[config.mk]
export PLATFORM = sky130hd
export DESIGN_NAME = telemetry_frame_builder_core
export DESIGN_NICKNAME = d
export VERILOG_FILES = /design/src/tfb_pkg.sv /design/src/telemetry_frame_builder_core.sv
export SDC_FILE = /design/constraint.sdc
export NUM_CORES = 2
export LEC_CHECK = 0
export BUFFER_PORTS_ARGS = -buffer_cell sky130_fd_sc_hd__buf_2
export CELL_PAD_IN_SITES_DETAIL_PLACEMENT = 0
export CELL_PAD_IN_SITES_GLOBAL_PLACEMENT = 2
export CORE_MARGIN = 3
export CORE_UTILIZATION = 44
export DETAILED_ROUTE_END_ITERATION = 8
export PLACE_DENSITY_LB_ADDON = 0.1
export SYNTH_ARGS = -nofsm -noshare
export SYNTH_HDL_FRONTEND = slang
export SYNTH_SLANG_ARGS = --single-unit
[constraint.sdc]
create_clock -name clock -period 9.5 [get_ports clock]
set_clock_uncertainty 0.15 [all_clocks]
set_input_delay 0 -clock clock [delete_from_list [all_inputs] [get_ports clock]]
set_output_delay 0 -clock clock [all_outputs]
set_load 0.1 [all_outputs]
[src/tfb_pkg.sv]
// shared types and constants for the telemetry frame builder
package tfb_pkg;

   localparam int DATA_BYTES  = 17;  // longest frame before the two check bytes
   localparam int FRAME_BYTES = 19;  // longest frame including check bytes
   localparam int NUM_WORDS   = 6;
   localparam int CNT_W       = 5;

   localparam logic [7:0] FRAME_HEADER  = 8'hAA;
   localparam logic [7:0] DEST_RESET    = 8'hFF;

   localparam logic [7:0] CODE_ATTITUDE = 8'h03;
   localparam logic [7:0] CODE_RC       = 8'hF1;
   localparam logic [7:0] CODE_MOTOR    = 8'hF2;
   localparam logic [7:0] CODE_RAW      = 8'h01;

   localparam logic [7:0] LEN_ATTITUDE  = 8'd7;
   localparam logic [7:0] LEN_RC        = 8'd12;
   localparam logic [7:0] LEN_MOTOR     = 8'd8;
   localparam logic [7:0] LEN_RAW       = 8'd13;

   localparam logic [7:0] ATTITUDE_STATE = 8'h01;
   localparam logic [7:0] RAW_TRAILER    = 8'h00;

   // bytes ahead of the check bytes, per kind
   localparam logic [CNT_W-1:0] ND_ATTITUDE = 5'd11;
   localparam logic [CNT_W-1:0] ND_RC       = 5'd16;
   localparam logic [CNT_W-1:0] ND_MOTOR    = 5'd12;
   localparam logic [CNT_W-1:0] ND_RAW      = 5'd17;

   // remote-control scaling, kept modulo 2^16
   localparam logic [15:0] RC_RP_SCALE  = 16'd2000;
   localparam logic [15:0] RC_RP_OFS    = 16'd1000;
   localparam logic [15:0] RC_YAW_SCALE = 16'd1000;
   localparam logic [15:0] RC_YAW_OFS   = 16'd500;

   typedef enum logic [1:0] {
      KIND_ATTITUDE = 2'd0,
      KIND_RC       = 2'd1,
      KIND_MOTOR    = 2'd2,
      KIND_RAW      = 2'd3
   } frame_kind_type;

   typedef logic [NUM_WORDS-1:0][15:0]  word_set_type;
   typedef logic [DATA_BYTES-1:0][7:0]  data_bytes_type;
   typedef logic [FRAME_BYTES-1:0][7:0] frame_bytes_type;

endpackage

[src/telemetry_frame_builder_core.sv]
// telemetry frame builder: five-stage pipeline from value set to serialized frame bytes
//
// Each accepted request becomes one frame: header 0xAA, destination address, function
// code, length, little-endian payload, then an 8-bit sum and an 8-bit sum of running sums.
// Frames are 13 (attitude), 14 (motor), 18 (remote control) or 19 (raw inertial) bytes
// long and leave one byte per cycle on the rsp channel unless rsp_ready holds them back,
// last_byte marking the second check byte. A request passes scaling, byte assembly,
// partial checksums and checksum merge before it reaches the byte shifter, which feeds
// the output register. Up to four requests are buffered in the stages while a frame is
// being sent; throughput is set by the single byte shifter in front of the output
// register. The destination address (dest_ff) resets to 0xFF and is sampled when a
// request is assembled.
module telemetry_frame_builder_core (
   input  logic                 clock,
   input  logic                 reset,
   input  logic                 csr_wr_en,
   input  logic [7:0]           csr_wr_data,
   input  logic                 req_valid,
   output logic                 req_ready,
   input  logic [1:0]           req_type,
   input  logic signed [15:0]   req_value_a,
   input  logic signed [15:0]   req_value_b,
   input  logic signed [15:0]   req_value_c,
   input  logic signed [15:0]   req_value_d,
   input  logic signed [15:0]   req_value_e,
   input  logic signed [15:0]   req_value_f,
   output logic                 rsp_valid,
   input  logic                 rsp_ready,
   output logic [7:0]           rsp_frame_byte,
   output logic                 rsp_last_byte
);
   import tfb_pkg::*;

   // configuration
   logic [7:0] dest_ff;

   always_ff @(posedge clock) begin
      if (reset) begin
         dest_ff <= DEST_RESET;
      end else if (csr_wr_en) begin
         dest_ff <= csr_wr_data;
      end
   end

   // stage control
   logic s1_valid_ff, s2_valid_ff, s3_valid_ff, s4_valid_ff, ser_valid_ff, rsp_valid_ff;
   logic s1_load, s2_load, s3_load, s4_load, ser_load, out_load;
   logic emit, ser_done;
   logic [CNT_W-1:0] ser_rem_ff;

   assign out_load = !rsp_valid_ff || rsp_ready;
   assign emit     = ser_valid_ff && out_load;
   assign ser_done = emit && (ser_rem_ff == 5'd1);
   assign ser_load = !ser_valid_ff || ser_done;
   assign s4_load  = !s4_valid_ff || ser_load;
   assign s3_load  = !s3_valid_ff || s4_load;
   assign s2_load  = !s2_valid_ff || s3_load;
   assign s1_load  = !s1_valid_ff || s2_load;
   assign req_ready = s1_load;

   always_ff @(posedge clock) begin
      if (reset) begin
         s1_valid_ff  <= 1'b0;
         s2_valid_ff  <= 1'b0;
         s3_valid_ff  <= 1'b0;
         s4_valid_ff  <= 1'b0;
         ser_valid_ff <= 1'b0;
         rsp_valid_ff <= 1'b0;
      end else begin
         if (s1_load)  s1_valid_ff  <= req_valid;
         if (s2_load)  s2_valid_ff  <= s1_valid_ff;
         if (s3_load)  s3_valid_ff  <= s2_valid_ff;
         if (s4_load)  s4_valid_ff  <= s3_valid_ff;
         if (ser_load) ser_valid_ff <= s4_valid_ff;
         if (out_load) rsp_valid_ff <= ser_valid_ff;
      end
   end

   // stage 1: remote-control scaling
   frame_kind_type s1_kind_ff;
   word_set_type   s1_words_ff;
   word_set_type   s1_words_in;
   frame_kind_type req_kind;

   assign req_kind = frame_kind_type'(req_type);

   always_comb begin
      s1_words_in[0] = $unsigned(req_value_a);
      s1_words_in[1] = $unsigned(req_value_b);
      s1_words_in[2] = $unsigned(req_value_c);
      s1_words_in[3] = $unsigned(req_value_d);
      s1_words_in[4] = $unsigned(req_value_e);
      s1_words_in[5] = $unsigned(req_value_f);
      if (req_kind == KIND_RC) begin
         s1_words_in[0] = 16'($unsigned(req_value_a) * RC_RP_SCALE) - RC_RP_OFS;
         s1_words_in[1] = 16'($unsigned(req_value_b) * RC_RP_SCALE) - RC_RP_OFS;
         s1_words_in[3] = 16'($unsigned(req_value_d) * RC_YAW_SCALE) - RC_YAW_OFS;
      end
   end

   always_ff @(posedge clock) begin
      if (s1_load) begin
         s1_kind_ff  <= req_kind;
         s1_words_ff <= s1_words_in;
      end
   end

   // stage 2: byte assembly
   data_bytes_type   s2_bytes_ff, s2_bytes_in;
   logic [CNT_W-1:0] s2_nd_ff, s2_nd_in;

   always_comb begin
      s2_bytes_in    = '0;
      s2_bytes_in[0] = FRAME_HEADER;
      s2_bytes_in[1] = dest_ff;
      for (int w = 0; w < NUM_WORDS; w++) begin
         s2_bytes_in[4 + 2*w] = s1_words_ff[w][7:0];
         s2_bytes_in[5 + 2*w] = s1_words_ff[w][15:8];
      end
      unique case (s1_kind_ff)
         KIND_ATTITUDE: begin
            s2_bytes_in[2] = CODE_ATTITUDE;
            s2_bytes_in[3] = LEN_ATTITUDE;
            s2_bytes_in[10] = ATTITUDE_STATE;
            for (int k = 11; k < DATA_BYTES; k++) s2_bytes_in[k] = '0;
            s2_nd_in = ND_ATTITUDE;
         end
         KIND_RC: begin
            s2_bytes_in[2] = CODE_RC;
            s2_bytes_in[3] = LEN_RC;
            s2_nd_in = ND_RC;
         end
         KIND_MOTOR: begin
            s2_bytes_in[2] = CODE_MOTOR;
            s2_bytes_in[3] = LEN_MOTOR;
            for (int k = 12; k < DATA_BYTES; k++) s2_bytes_in[k] = '0;
            s2_nd_in = ND_MOTOR;
         end
         KIND_RAW: begin
            s2_bytes_in[2] = CODE_RAW;
            s2_bytes_in[3] = LEN_RAW;
            s2_bytes_in[16] = RAW_TRAILER;
            s2_nd_in = ND_RAW;
         end
         default: begin
            s2_nd_in = ND_RAW;
         end
      endcase
   end

   always_ff @(posedge clock) begin
      if (s2_load) begin
         s2_bytes_ff <= s2_bytes_in;
         s2_nd_ff    <= s2_nd_in;
      end
   end

   // stage 3: partial sums; padding zeros make a fixed weight of 17 - i per byte
   data_bytes_type   s3_bytes_ff;
   logic [CNT_W-1:0] s3_nd_ff;
   logic [7:0] s3_sum_lo_ff, s3_sum_hi_ff, s3_wt_lo_ff, s3_wt_hi_ff;
   logic [7:0] s3_sum_lo_in, s3_sum_hi_in, s3_wt_lo_in, s3_wt_hi_in;

   always_comb begin
      s3_sum_lo_in = '0;
      s3_sum_hi_in = '0;
      s3_wt_lo_in  = '0;
      s3_wt_hi_in  = '0;
      for (int i = 0; i < 9; i++) begin
         s3_sum_lo_in = s3_sum_lo_in + s2_bytes_ff[i];
         s3_wt_lo_in  = s3_wt_lo_in + 8'(s2_bytes_ff[i] * 8'(DATA_BYTES - i));
      end
      for (int i = 9; i < DATA_BYTES; i++) begin
         s3_sum_hi_in = s3_sum_hi_in + s2_bytes_ff[i];
         s3_wt_hi_in  = s3_wt_hi_in + 8'(s2_bytes_ff[i] * 8'(DATA_BYTES - i));
      end
   end

   always_ff @(posedge clock) begin
      if (s3_load) begin
         s3_bytes_ff  <= s2_bytes_ff;
         s3_nd_ff     <= s2_nd_ff;
         s3_sum_lo_ff <= s3_sum_lo_in;
         s3_sum_hi_ff <= s3_sum_hi_in;
         s3_wt_lo_ff  <= s3_wt_lo_in;
         s3_wt_hi_ff  <= s3_wt_hi_in;
      end
   end

   // stage 4: merge checks and place them behind the data
   frame_bytes_type  s4_frame_ff, s4_frame_in;
   logic [CNT_W-1:0] s4_len_ff, s4_len_in;
   logic [7:0]       chk_sum, chk_fold, chk_corr;
   logic [CNT_W-1:0] nd_pad, nd_next;

   always_comb begin
      nd_pad   = 5'(DATA_BYTES) - s3_nd_ff;
      nd_next  = s3_nd_ff + 5'd1;
      chk_sum  = s3_sum_lo_ff + s3_sum_hi_ff;
      // each padding slot added the full sum once more
      chk_corr = 8'(chk_sum * {3'b000, nd_pad});
      chk_fold = s3_wt_lo_ff + s3_wt_hi_ff - chk_corr;
      s4_len_in = s3_nd_ff + 5'd2;
      for (int i = 0; i < FRAME_BYTES; i++) begin
         if (i < DATA_BYTES) s4_frame_in[i] = s3_bytes_ff[i];
         else                s4_frame_in[i] = '0;
         if (5'(i) == s3_nd_ff)     s4_frame_in[i] = chk_sum;
         else if (5'(i) == nd_next) s4_frame_in[i] = chk_fold;
      end
   end

   always_ff @(posedge clock) begin
      if (s4_load) begin
         s4_frame_ff <= s4_frame_in;
         s4_len_ff   <= s4_len_in;
      end
   end

   // stage 5: byte shifter
   frame_bytes_type ser_buf_ff;
   logic [7:0]      rsp_frame_byte_ff;
   logic            rsp_last_byte_ff;

   always_ff @(posedge clock) begin
      if (reset) begin
         ser_rem_ff <= '0;
      end else if (ser_load && s4_valid_ff) begin
         ser_rem_ff <= s4_len_ff;
      end else if (emit) begin
         ser_rem_ff <= ser_rem_ff - 5'd1;
      end
   end

   always_ff @(posedge clock) begin
      if (ser_load && s4_valid_ff) begin
         ser_buf_ff <= s4_frame_ff;
      end else if (emit) begin
         ser_buf_ff <= {8'h00, ser_buf_ff[FRAME_BYTES-1:1]};
      end
   end

   always_ff @(posedge clock) begin
      if (emit) begin
         rsp_frame_byte_ff <= ser_buf_ff[0];
         rsp_last_byte_ff  <= (ser_rem_ff == 5'd1);
      end
   end

   assign rsp_valid      = rsp_valid_ff;
   assign rsp_frame_byte = rsp_frame_byte_ff;
   assign rsp_last_byte  = rsp_last_byte_ff;

   // checks
   a_stall_only_when_full: assert property (@(posedge clock) disable iff (reset)
      !req_ready |-> (s1_valid_ff && s2_valid_ff && s3_valid_ff && s4_valid_ff && ser_valid_ff))
      else $error("request stalled with a free pipeline stage");

   a_rem_range: assert property (@(posedge clock) disable iff (reset)
      ser_valid_ff |-> (ser_rem_ff != 5'd0 && ser_rem_ff <= 5'(FRAME_BYTES)))
      else $error("byte shifter count out of range");

   a_len_legal: assert property (@(posedge clock) disable iff (reset)
      s4_valid_ff |-> (s4_len_ff == 5'd13 || s4_len_ff == 5'd14 ||
                       s4_len_ff == 5'd18 || s4_len_ff == 5'd19))
      else $error("illegal frame length");

   a_last_ends_frame: assert property (@(posedge clock) disable iff (reset)
      ser_done |=> (rsp_valid_ff && rsp_last_byte_ff))
      else $error("last byte flag not set on final transfer of frame");

endmodule
# After elaboration in Yosys (flattened, before gate mapping)
# Cells that the tools add are included.
# op_classes
muxes	46
addsub	38
n_mul	15
n_reduce_logical	20
eq_ne	41
# ops
operator	count
152-bit two-way mux	2
8-bit two-way mux	38
8-bit adder	28
4-bit by 5-bit == test with 1-bit output, first input constant	16
16-bit case mux with 4 select lines	1
3-bit by 5-bit == test with 1-bit output, first input constant	8
16-bit by 7-bit multiplier with 12-bit output, second input constant	2
8-bit by 4-bit multiplier with 8-bit output, second input constant	4
32-bit two-way mux	1
16-bit by 10-bit subtractor with 16-bit output, second input constant	2
5-bit == test, first input constant	6
2-bit by 5-bit == test with 1-bit output, first input constant	4
5-bit case mux with 4 select lines	1
16-bit by 7-bit multiplier with 13-bit output, second input constant	1
8-bit by 3-bit multiplier with 7-bit output, second input constant	2
8-bit by 3-bit multiplier with 8-bit output, second input constant	2
16-bit two-way mux	1
16-bit by 9-bit subtractor with 16-bit output, second input constant	1
1-bit by 5-bit == test with 1-bit output, first input constant	2
5-bit logical NOT	2
5-bit two-way mux	2
7-bit by 8-bit adder with 8-bit output, first input constant	1
8-bit adder, first input constant	1
8-bit by 2-bit multiplier with 6-bit output, second input constant	1
other kinds (17)	31
# word_totals
output_inout_bits	11
in_bits	111
regBits	717

# Logic depth before layout (Yosys ltp)
# depth
ltp_word	9
mapped_depth	26
mapped_depth_nobuf	26

# Least setup slack after synthesis
# Ideal clock, no wire load.
# synth_timing
kind	register -> register
start	register s2_bytes_ff[16] in the netlist's numbering
end	register s3_wt_lo_ff[7] (data pin)
stages_incl_launch_ff	24
synth_period_minus_slack_ps	7048
setup_time_ps	260
setup_slack_ps	2452
arrival_ps	6639
path_cell_list	edfxtp_1 -> fa_1 -> ha_1 -> inv_1 -> fa_1 -> fa_1 -> fa_1 -> fa_1 -> inv_1 -> fa_1 -> inv_1 -> fa_1 -> inv_1 -> fa_1 -> fa_1 -> inv_1 -> fa_1 -> inv_1 -> a21o_1 -> a21oi_1 -> xor2_1 -> xnor2_1 -> xnor2_1 -> xnor2_1
# synth_between
elab_chain_cells	8
# synth_rtl
item	line	rtl
start: declaration	telemetry_frame_builder_core.sv:109	data_bytes_type s2_bytes_ff, s2_bytes_in;
start signal: assignment	telemetry_frame_builder_core.sv:153	s2_bytes_ff <= s2_bytes_in;
8-bit by 4-bit multiplier with 8-bit output	telemetry_frame_builder_core.sv:171	s3_wt_lo_in = s3_wt_lo_in + 8'(s2_bytes_ff[i] * 8'(DATA_BYTES - i));
8-bit adder (7 in a row)	telemetry_frame_builder_core.sv:171	
net s3_wt_lo_in[7]	telemetry_frame_builder_core.sv:162	logic [7:0] s3_sum_lo_in, s3_sum_hi_in, s3_wt_lo_in, s3_wt_hi_in;
end signal: assignment	telemetry_frame_builder_core.sv:185	s3_wt_lo_ff <= s3_wt_lo_in;
end: declaration	telemetry_frame_builder_core.sv:161	logic [7:0] s3_sum_lo_ff, s3_sum_hi_ff, s3_wt_lo_ff, s3_wt_hi_ff;
# The timed path passes the listed nets, and every way through them passes these cells.
# A chain may end at the register's enable or synchronous reset.

# Final worst setup path
# Ends and elaborated chain as after synthesis.

==> impl.org <==
** Outcome
- Result of the run :: complete, no violations

** Clock network
- At the later pin of the worst-skew pair, clock insertion delay measures around 600 ps.
- Post-CTS timing repair inserted 0 buffers for setup.
- CTS tree :: done
- In this run, CTS created clock tree buffers numbering 79.
- Counting along the longest clock path gives a buffer depth of 3.
- Clock tree synthesis selected as its root buffer the cell sky130_fd_sc_hd__clkbuf_16.
- Number of gates resized after cts :: 0
- Clock-pin slew on the worst setup and hold paths :: roughly 60 ps
- The H-tree was split into 3 levels.
- Clk sinks :: 691

** STA
- Final hold violations :: 0
- Worst Tran Pin Value :: roughly 1100 ps
- Sum Neg Setup Slack :: 0 ps
- Derived from the worst setup path, the maximum achievable clock frequency is 0.134 GHz.
- The count of pins over their slew limit was 0.
- Period Utilization, post-route :: between 70% and 80%
- The worst path in the final design needs a cycle of 7440 ps, including I/O delays and setup.
- Worst setup slack after layout :: roughly 2100 ps
- RSZ-0062 raised after global routing :: false
- The worst pin sits at a relative slew slack of approximately a quarter.
- Final setup fails :: 0

** Setup path
- Measured in cells, the most critical reg-to-reg path has a length of 23.
- The worst setup path is launched from a flop.
- Worst reg2reg startpoint :: s2_bytes_ff[16]$_SDFFCE_PP1P_
- STA puts the critical path data required time at between 9000 and 10000 ps.
- In this run the critical register-to-register path is captured at s3_wt_lo_ff[7]$_DFFE_PP_.
- Data arrives at the worst endpoint at between 7000 and 8000 ps.
- The critical path in this run is classified as reg -> reg.
- Capturing element type of the critical path :: flop
- Flop2flop setup slack :: roughly 2000 ps
- Along the worst path, the maximum fanout reaches 12.

** Global routing
- First-pass GRT wire length :: approximately 150 mm
- GRT Overall Usage :: 21.8%
- Pin count of the biggest net entering global routing :: between 150 and 200
- Global route overflow :: 0
- Antenna violations before repair :: 1
- Via count of the first global-routing pass :: ~25000

** Worst hold path
- The worst hold path belongs to the class in -> reg.
- The path with the worst hold slack has its endpoint at s1_words_ff[60]$_DFFE_PP_.
- Depth of the worst hold-timing path :: 4
- The worst hold path begins at req_value_d[12].

** Detailed routing
- Total via count after detailed routing :: 24475
- After detailed routing, the number of remaining DRC violations is 0.
- Initial DRT Pass Iterations :: 5
- Wires add up to around 100 mm.
- Iteration-0 DRC Markers :: around 2000
- In this run the remaining antenna-violating nets after routing total 0.
- Via-to-Cell Ratio :: 5.08
- Average wire per cell in the routed design :: 20.7 um

** Logic synthesis
- After synthesis, the netlist uses around 70 different library cells.
- Mapped Nets :: between 3000 and 4000
- Cell count after synthesis :: 3313
- After synthesis, the mean cell area works out to about 12 um2.
- Cell Area, Synth :: 39000 um2
- Synthesis Warnings :: 0
- After synthesis, the share of flip-flops with an asynchronous set or reset is 0%.
- EDFF count, synth :: ~670
- For this run, the register share of the synthesized area comes to approximately 53%.
- The most used flip-flop cell after synthesis is sky130_fd_sc_hd__edfxtp_1.
- The synthesized design contains 691 register bits.

** Floorplan
- Initial Utilization :: between 40 and 50%
- DIE WIDTH :: 304 um
- roughly 120 I/O pins were placed.
- Area of the core region :: 87300 um2
- Number of standard-cell rows in the floorplan :: ~110
- In this run the vertical extent of the chip is a little over 300 um.
- The die covers a little over 90000 um2.

** Job
- Across the run, the number of max-cap violations was 0.

** Final layout
- Proportion of layout cells with a drive suffix above 1 :: between 7 and 8%
- The top cell types in the final layout, fill and taps aside, are sky130_fd_sc_hd__edfxtp_1 (672), sky130_fd_sc_hd__nand2_1 (595), sky130_fd_sc_hd__inv_1 (433).
- Most common cell after layout, fill and taps aside :: sky130_fd_sc_hd__edfxtp_1
- Number of fillers in the final layout :: a little under 8000
- Final Util :: 51.8%
- For this run, the post-layout net count is around 4200.
- P&R area growth vs syn :: 15.8%

** Placed design
- Buffers placed on the I/O ports in this run total between 100 and 150.
- GP Congestion :: ~0.85
- Worst slack at placement :: between 2000 and 2500 ps
- Placed wire-length estimate :: approximately 71 mm
-- layout make-up --
class	count	area, um2	area share, %
repair buffers	330	2650	5.87
diodes	2	5.00	0.0111
clock buffers	98	2090	4.63
well taps	1155	1450	3.20
inverters	437	1650	3.65
multi-input cells	2065	16500	36.4
clock inverters	38	340	0.753
flip-flops and latches	691	20600	45.5
-- worst max path at each step --
stage / start / to / slack, ps / depth (start not counted)
floorplan: s2_bytes_ff[16]$_SDFFCE_PP1P_ / s3_wt_lo_ff[7]$_DFFE_PP_ / 2450 / 23
finish: s2_bytes_ff[16]$_SDFFCE_PP1P_ / s3_wt_lo_ff[7]$_DFFE_PP_ / 2060 / 23
global placement: s2_bytes_ff[16]$_SDFFCE_PP1P_ / s3_wt_lo_ff[7]$_DFFE_PP_ / 2120 / 23
detailed placement: s2_bytes_ff[16]$_SDFFCE_PP1P_ / s3_wt_lo_ff[7]$_DFFE_PP_ / 2080 / 23
CTS: s2_bytes_ff[16]$_SDFFCE_PP1P_ / s3_wt_lo_ff[7]$_DFFE_PP_ / 2040 / 23
global route: s2_bytes_ff[16]$_SDFFCE_PP1P_ / s3_wt_lo_ff[7]$_DFFE_PP_ / 1750 / 23
-- cells in the mapped netlist, types with 27 or more instances --
library cell	n	share of area, %
sky130_fd_sc_hd__and2_1	52	0.83
sky130_fd_sc_hd__inv_1	435	4.2
sky130_fd_sc_hd__o22ai_1	39	0.63
sky130_fd_sc_hd__o21ai_0	147	1.9
sky130_fd_sc_hd__nand2_1	597	5.7
sky130_fd_sc_hd__xnor2_1	141	3.2
sky130_fd_sc_hd__ha_1	210	6.7
sky130_fd_sc_hd__xor2_1	51	1.1
sky130_fd_sc_hd__nor2_1	152	1.5
sky130_fd_sc_hd__edfxtp_1	672	52
sky130_fd_sc_hd__a21oi_1	138	1.8
sky130_fd_sc_hd__clkbuf_1	97	0.93
sky130_fd_sc_hd__nor3_1	28	0.36
sky130_fd_sc_hd__nor2b_1	38	0.61
sky130_fd_sc_hd__fa_1	259	13
sky130_fd_sc_hd__a211oi_1	27	0.52
-- through the flow --
stage,cell area [um2],std cells,hold slack (ps)
floorplan,39000,3313,-51.1
global placement,40900,4492,27.4
detailed placement,40900,4492,28.1
CTS,45200,4814,41.4
global route,45200,4814,95.9
finish,45200,4816,89.0
-- state kept, by name, summed over array words and instances (netlist names), 8 cells and up --
register,flops
s3_bytes_ff,107
s2_bytes_ff,107
dest_ff,8
s1_words_ff,96
ser_buf_ff,152
s3_sum_lo_ff,8
s3_sum_hi_ff,8
s3_wt_hi_ff,8
s4_frame_ff,152
s3_wt_lo_ff,8
rsp_frame_byte,8
-- worst max-delay path: stages, from the launching register on --
cell	delay, ps
sky130_fd_sc_hd__edfxtp_1	660
sky130_fd_sc_hd__fa_1	640
sky130_fd_sc_hd__ha_1	180
sky130_fd_sc_hd__inv_1	60
sky130_fd_sc_hd__fa_1	560
sky130_fd_sc_hd__fa_1	450
sky130_fd_sc_hd__fa_1	490
sky130_fd_sc_hd__fa_1	500
sky130_fd_sc_hd__inv_1	60
sky130_fd_sc_hd__fa_1	500
sky130_fd_sc_hd__inv_1	60
sky130_fd_sc_hd__fa_1	540
sky130_fd_sc_hd__inv_1	50
sky130_fd_sc_hd__fa_1	450
sky130_fd_sc_hd__fa_1	510
sky130_fd_sc_hd__inv_1	60
sky130_fd_sc_hd__fa_1	400
sky130_fd_sc_hd__inv_1	70
sky130_fd_sc_hd__a21o_1	110
sky130_fd_sc_hd__a21oi_1	70
sky130_fd_sc_hd__xor2_1	170
sky130_fd_sc_hd__xnor2_1	200
sky130_fd_sc_hd__xnor2_1	150
sky130_fd_sc_hd__xnor2_1	90
-- metal layers --
metal | global-route usage (%) | routed length [um] | vias up
met4 | 6.35 | 2560 | 0
met3 | 3.03 | 4340 | 137
met2 | 35.1 | 47200 | 532
met5 | 0 | 0 | -
li1 | - | - | 11634
met1 | 30.8 | 45600 | 12172
-- cell families (layout without fill, tap and decap cells) --
kind of cell | count (synthesis) | after routing | share of synthesized area (%)
AO/OA/AOI/OAI | 436 | 436 | 6.52
XOR/XNOR | 194 | 194 | 4.43
adder cells (fa/ha/maj) | 469 | 469 | 20.0
buffers and inverters | 557 | 903 | 5.54
flip-flops | 691 | 691 | 52.7
multiplexers | 16 | 16 | 0.410
other | 0 | 2 | 0
AND/OR/NAND/NOR | 950 | 950 | 10.4
-- repair_timing --
| item | in CTS | in global routing |
|---|---|---|
| endpoints found under the setup margin | 0 | 0 |
| hold buffers | 186 | 0 |
| endpoints found under the hold margin | 117 | 0 |
Power is left out: the tool's default activity adds up to more than one toggle a clock period on the data nets, which glitch-free logic cannot reach.
